===== src/sv/btcr_ram.sv =====
// Generic simple dual-port RAM: one write port, one registered read port.
`default_nettype none

module btcr_ram #(
  parameter int Width = 8,
  parameter int Depth = 256
) (
  input  wire logic                     clk_i,
  input  wire logic                     we_i,
  input  wire logic [$clog2(Depth)-1:0] waddr_i,
  input  wire logic [Width-1:0]         wdata_i,
  input  wire logic                     re_i,
  input  wire logic [$clog2(Depth)-1:0] raddr_i,
  output logic      [Width-1:0]         rdata_o
);

  logic [Width-1:0] mem_q [Depth];

  always_ff @(posedge clk_i) begin
    if (we_i) begin
      mem_q[waddr_i] <= wdata_i;
    end
    if (re_i) begin
      rdata_o <= mem_q[raddr_i];
    end
  end

endmodule

`default_nettype wire


===== config.mk =====
export PLATFORM = sky130hd
export DESIGN_NAME = btcr_ram
export DESIGN_NICKNAME = d
export VERILOG_FILES = /design/src/sv/btcr_ram.sv
export SDC_FILE = /design/constraint.sdc
export NUM_CORES = 2
export LEC_CHECK = 0
export BUFFER_PORTS_ARGS = -buffer_cell sky130_fd_sc_hd__buf_2
export CAP_MARGIN = 20
export CORE_ASPECT_RATIO = 1.4
export CORE_MARGIN = 1.5
export CORE_UTILIZATION = 25
export DETAILED_ROUTE_END_ITERATION = 7
export PLACE_DENSITY = 0.45
export SYNTH_ARGS = -nofsm -noshare
export SYNTH_HDL_FRONTEND = slang
export SYNTH_SLANG_ARGS = --single-unit

===== constraint.sdc =====
create_clock -name clk_i -period 4.45 [get_ports clk_i]
set_clock_uncertainty 0.15 [all_clocks]
set_input_delay 0.445 -clock clk_i [delete_from_list [all_inputs] [get_ports clk_i]]
set_output_delay 0.445 -clock clk_i [all_outputs]
set_load 0.01 [all_outputs]

==> flow_summary.toml <==
[power]
leakagePower_nw = 28.3
ir_worst_vdd_mv = 0.307
power.density_nw_per_um2 = 426

[cells_and_area]
nFillCells = 31277
nets = 4116
multiInputGateArea_um2 = 16500
drive_gt1_frac = 0.265
final_common_cell = "edfxtp_1"
final_cell_mix = "edfxtp_1, mux4_2, buf_4, nor2_1, clkbuf_16"
syn_to_final_growth_pct = 16.6
seq_area_um2 = 61700
post-route-util = 0.292

[synthesis]
synth_edf_count = 2056
syn_area_per_cell_um2 = 21.3
synth_top_area_cell = "edfxtp_1"
synth_seq_cells = 2056
ys_async_sr_fraction = 0
ys_warn_count = 0
syn-num-nets = 3760
ys_seq_area_frac = 0.775
ys.flop_type = "edfxtp_1"
syn_area_um2 = 79600
synth_area_leaders = "edfxtp_1, mux4_2, mux2i_1"
synth_top_area_share = 0.775
syn-instance-count = 3733
synth_cell_types = 54

[sta]
period_share = 0.724
relSlewSlack = 0.186
period_needed_ns = 3.22
setup_viol_count_final = 0
report.final.slew_viol_count = 0
worst_slew_pin_slew_ns = 1.22
tns_ns = 0
holdWs_ns = -0.00557
hold_viol = 1
fmax_mhz = 310
rsz0062_at_grt = "false"

[outcome]
status = "finished, violations left"
failed_checks = "negative hold slack"

[global_route]
grt_start_max_net_pins = 120
antenna_found_initial = 17
gr-total-overflow = 0
grt_pass1_vias = 41047
grt_pass1_wl_um = 328000
grt_usage = 0.143

[drt]
dr.pass1.iters = 5
ant_nets = 0
drt_iter0_drc = 3125
drt-vias-per-instance = 4.60
routed_wl_um = 234000
vias = 38831
wl_per_cell_um = 27.8
drc = 0

[run]
maxCapViolations = 0

[floorplanning]
dieWidth_um = 480
core_area_um2 = 318000
die_h_um = 671
dieArea_um2 = 322000
rows = 245
ios = 35
start_util = 0.251

[clock_network]
cts_tree = "done"
cts.repair.resized = 0
cts_setup_buffers = 0
cts_buffers = 194
clkSinkCount = 2056
clk_latency_ns = 0.88
cts.clk_slew.worst_paths_ns = 0.06
clk_path_buf_depth = 4
cts-root-buf = "clkbuf_16"
htree_num_levels = 4

[hold_path]
hold_path.class = "input pin to flip-flop"

[setup_path]
crit_path_max_fanout = 32
worstSetupEndpoint = "rdata_o[3]"
r2r-end = "rdata_o[4]"
start_kind = "input pin"
worstPathArrival_ns = 3.68
r2r_slack_ns = 1.30
reg2regPathDepth = 6
crit_required_ns = 4.91
path_class = "input pin to flip-flop"
timing.rr.start = "mem_q[76][4]"
endpoint_kind = "flip-flop"
startpoint = "raddr_i[0]"

[placement]
gp_congestion = 0.791
io_buffers = 34
dp_hpwl_um = 151000
[layout make-up]
| class | instances | area share |
|---|---|---|
| flip-flops and latches | 2056 | 0.665 |
| multi-input cells | 1442 | 0.178 |
| well taps | 4199 | 0.0566 |
| clock buffers | 239 | 0.0557 |
| repair buffers | 393 | 0.0368 |
| clock inverters | 94 | 0.00761 |
| diodes | 11 | 0.000296 |
| inverters | 2 | 0.0000809 |
[critical path, stage by stage]
cell and delay (ns):
buf_8 0.33, buf_12 0.25, buf_12 0.25, buf_12 0.31, mux4_2 0.55, a221oi_1 0.56, o221ai_1 0.22, a211oi_1 0.35
buf_4 0.22, nor4_1 0.05
[kinds of logic (layout without fill, tap and decap cells)]
family	Yosys count	in the layout	share of synthesized area
compound gates	385	385	0.0342
buf+inv	235	728	0.0183
flops	2056	2056	0.775
mux	591	591	0.146
other cells	0	11	0
simple gates	466	466	0.0263
[per-stage QoR]
step / worst slack [ns] / area [um2] / total power, W / cells / hold slack [ns]
final: 1.23 / 92800 / 0.0395 / 8436 / -0.00557
after global routing: 1.10 / 92800 / 0.0406 / 8426 / 0.0310
after CTS: 1.20 / 92800 / 0.0400 / 8424 / 0.00279
after detailed placement: 0.267 / 86900 / 0.0240 / 8085 / 0.717
after global placement: 0.276 / 86900 / 0.0240 / 8082 / 0.715
after floorplan: 1.78 / 79600 / 0.0228 / 3733 / 0.394
[state kept, by name (all words and copies together), names as in the netlist]
register	flops
mem_q	2048
rdata_o	8
[report_power, final]
part | internal (W) | switching (W) | leakage [nW]
Combinational | 0.000728 | 0.00140 | 6.94
Sequential | 0.0214 | 0.0000344 | 18.5
Clock | 0.00878 | 0.00723 | 2.85
Total | 0.0309 | 0.00866 | 28.3
[worst min-delay path by stage]
stage	to	cells after the start	slack, ns	from
after floorplan	mem_q[0][0]	0	0.39	wdata_i[0]
final	mem_q[55][0]	1	-0.006	wdata_i[0]
after global routing	mem_q[54][0]	1	0.03	wdata_i[0]
after global placement	rdata_o[4]	1	0.71	re_i
after CTS	mem_q[44][2]	1	0.003	wdata_i[2]
after detailed placement	rdata_o[4]	1	0.72	re_i
[repair_timing]
| item | 4_1_cts | 5_1_grt |
|---|---|---|
| setup endpoints to repair | 0 | 0 |
| hold buffers | 6 | 1 |
| endpoints found under the hold margin | 98 | 4 |
[Yosys cell counts (3+ instances only)]
| master | count |
|---|---|
| nor4_2 | 3 |
| o32ai_1 | 4 |
| nand2b_1 | 8 |
| or2_2 | 4 |
| a22o_1 | 8 |
| o22ai_1 | 28 |
| a21oi_1 | 96 |
| clkbuf_1 | 111 |
| buf_4 | 27 |
| nand4_1 | 10 |
| a22oi_1 | 133 |
| nand2_1 | 33 |
| a211oi_1 | 16 |
| nor4_1 | 24 |
| nor2b_1 | 31 |
| o22a_1 | 5 |
| a221oi_1 | 13 |
| buf_6 | 21 |
| mux2i_1 | 134 |
| o221ai_1 | 46 |
| and2_1 | 6 |
| nor2_1 | 282 |
| edfxtp_1 | 2056 |
| nor3_1 | 22 |
| o21ai_0 | 10 |
| buf_12 | 8 |
| buf_1 | 22 |
| o211ai_1 | 10 |
| buf_8 | 13 |
| nand3_1 | 34 |
| mux4_2 | 454 |
| buf_2 | 31 |
[per-layer routing]
metal	share of wire	global-route usage
met1	0.39	0.170
met2	0.54	0.266
met3	0.038	0.0169
met4	0.031	0.0458
met5	0.00015	0
(Power assumes the default switching activity.)
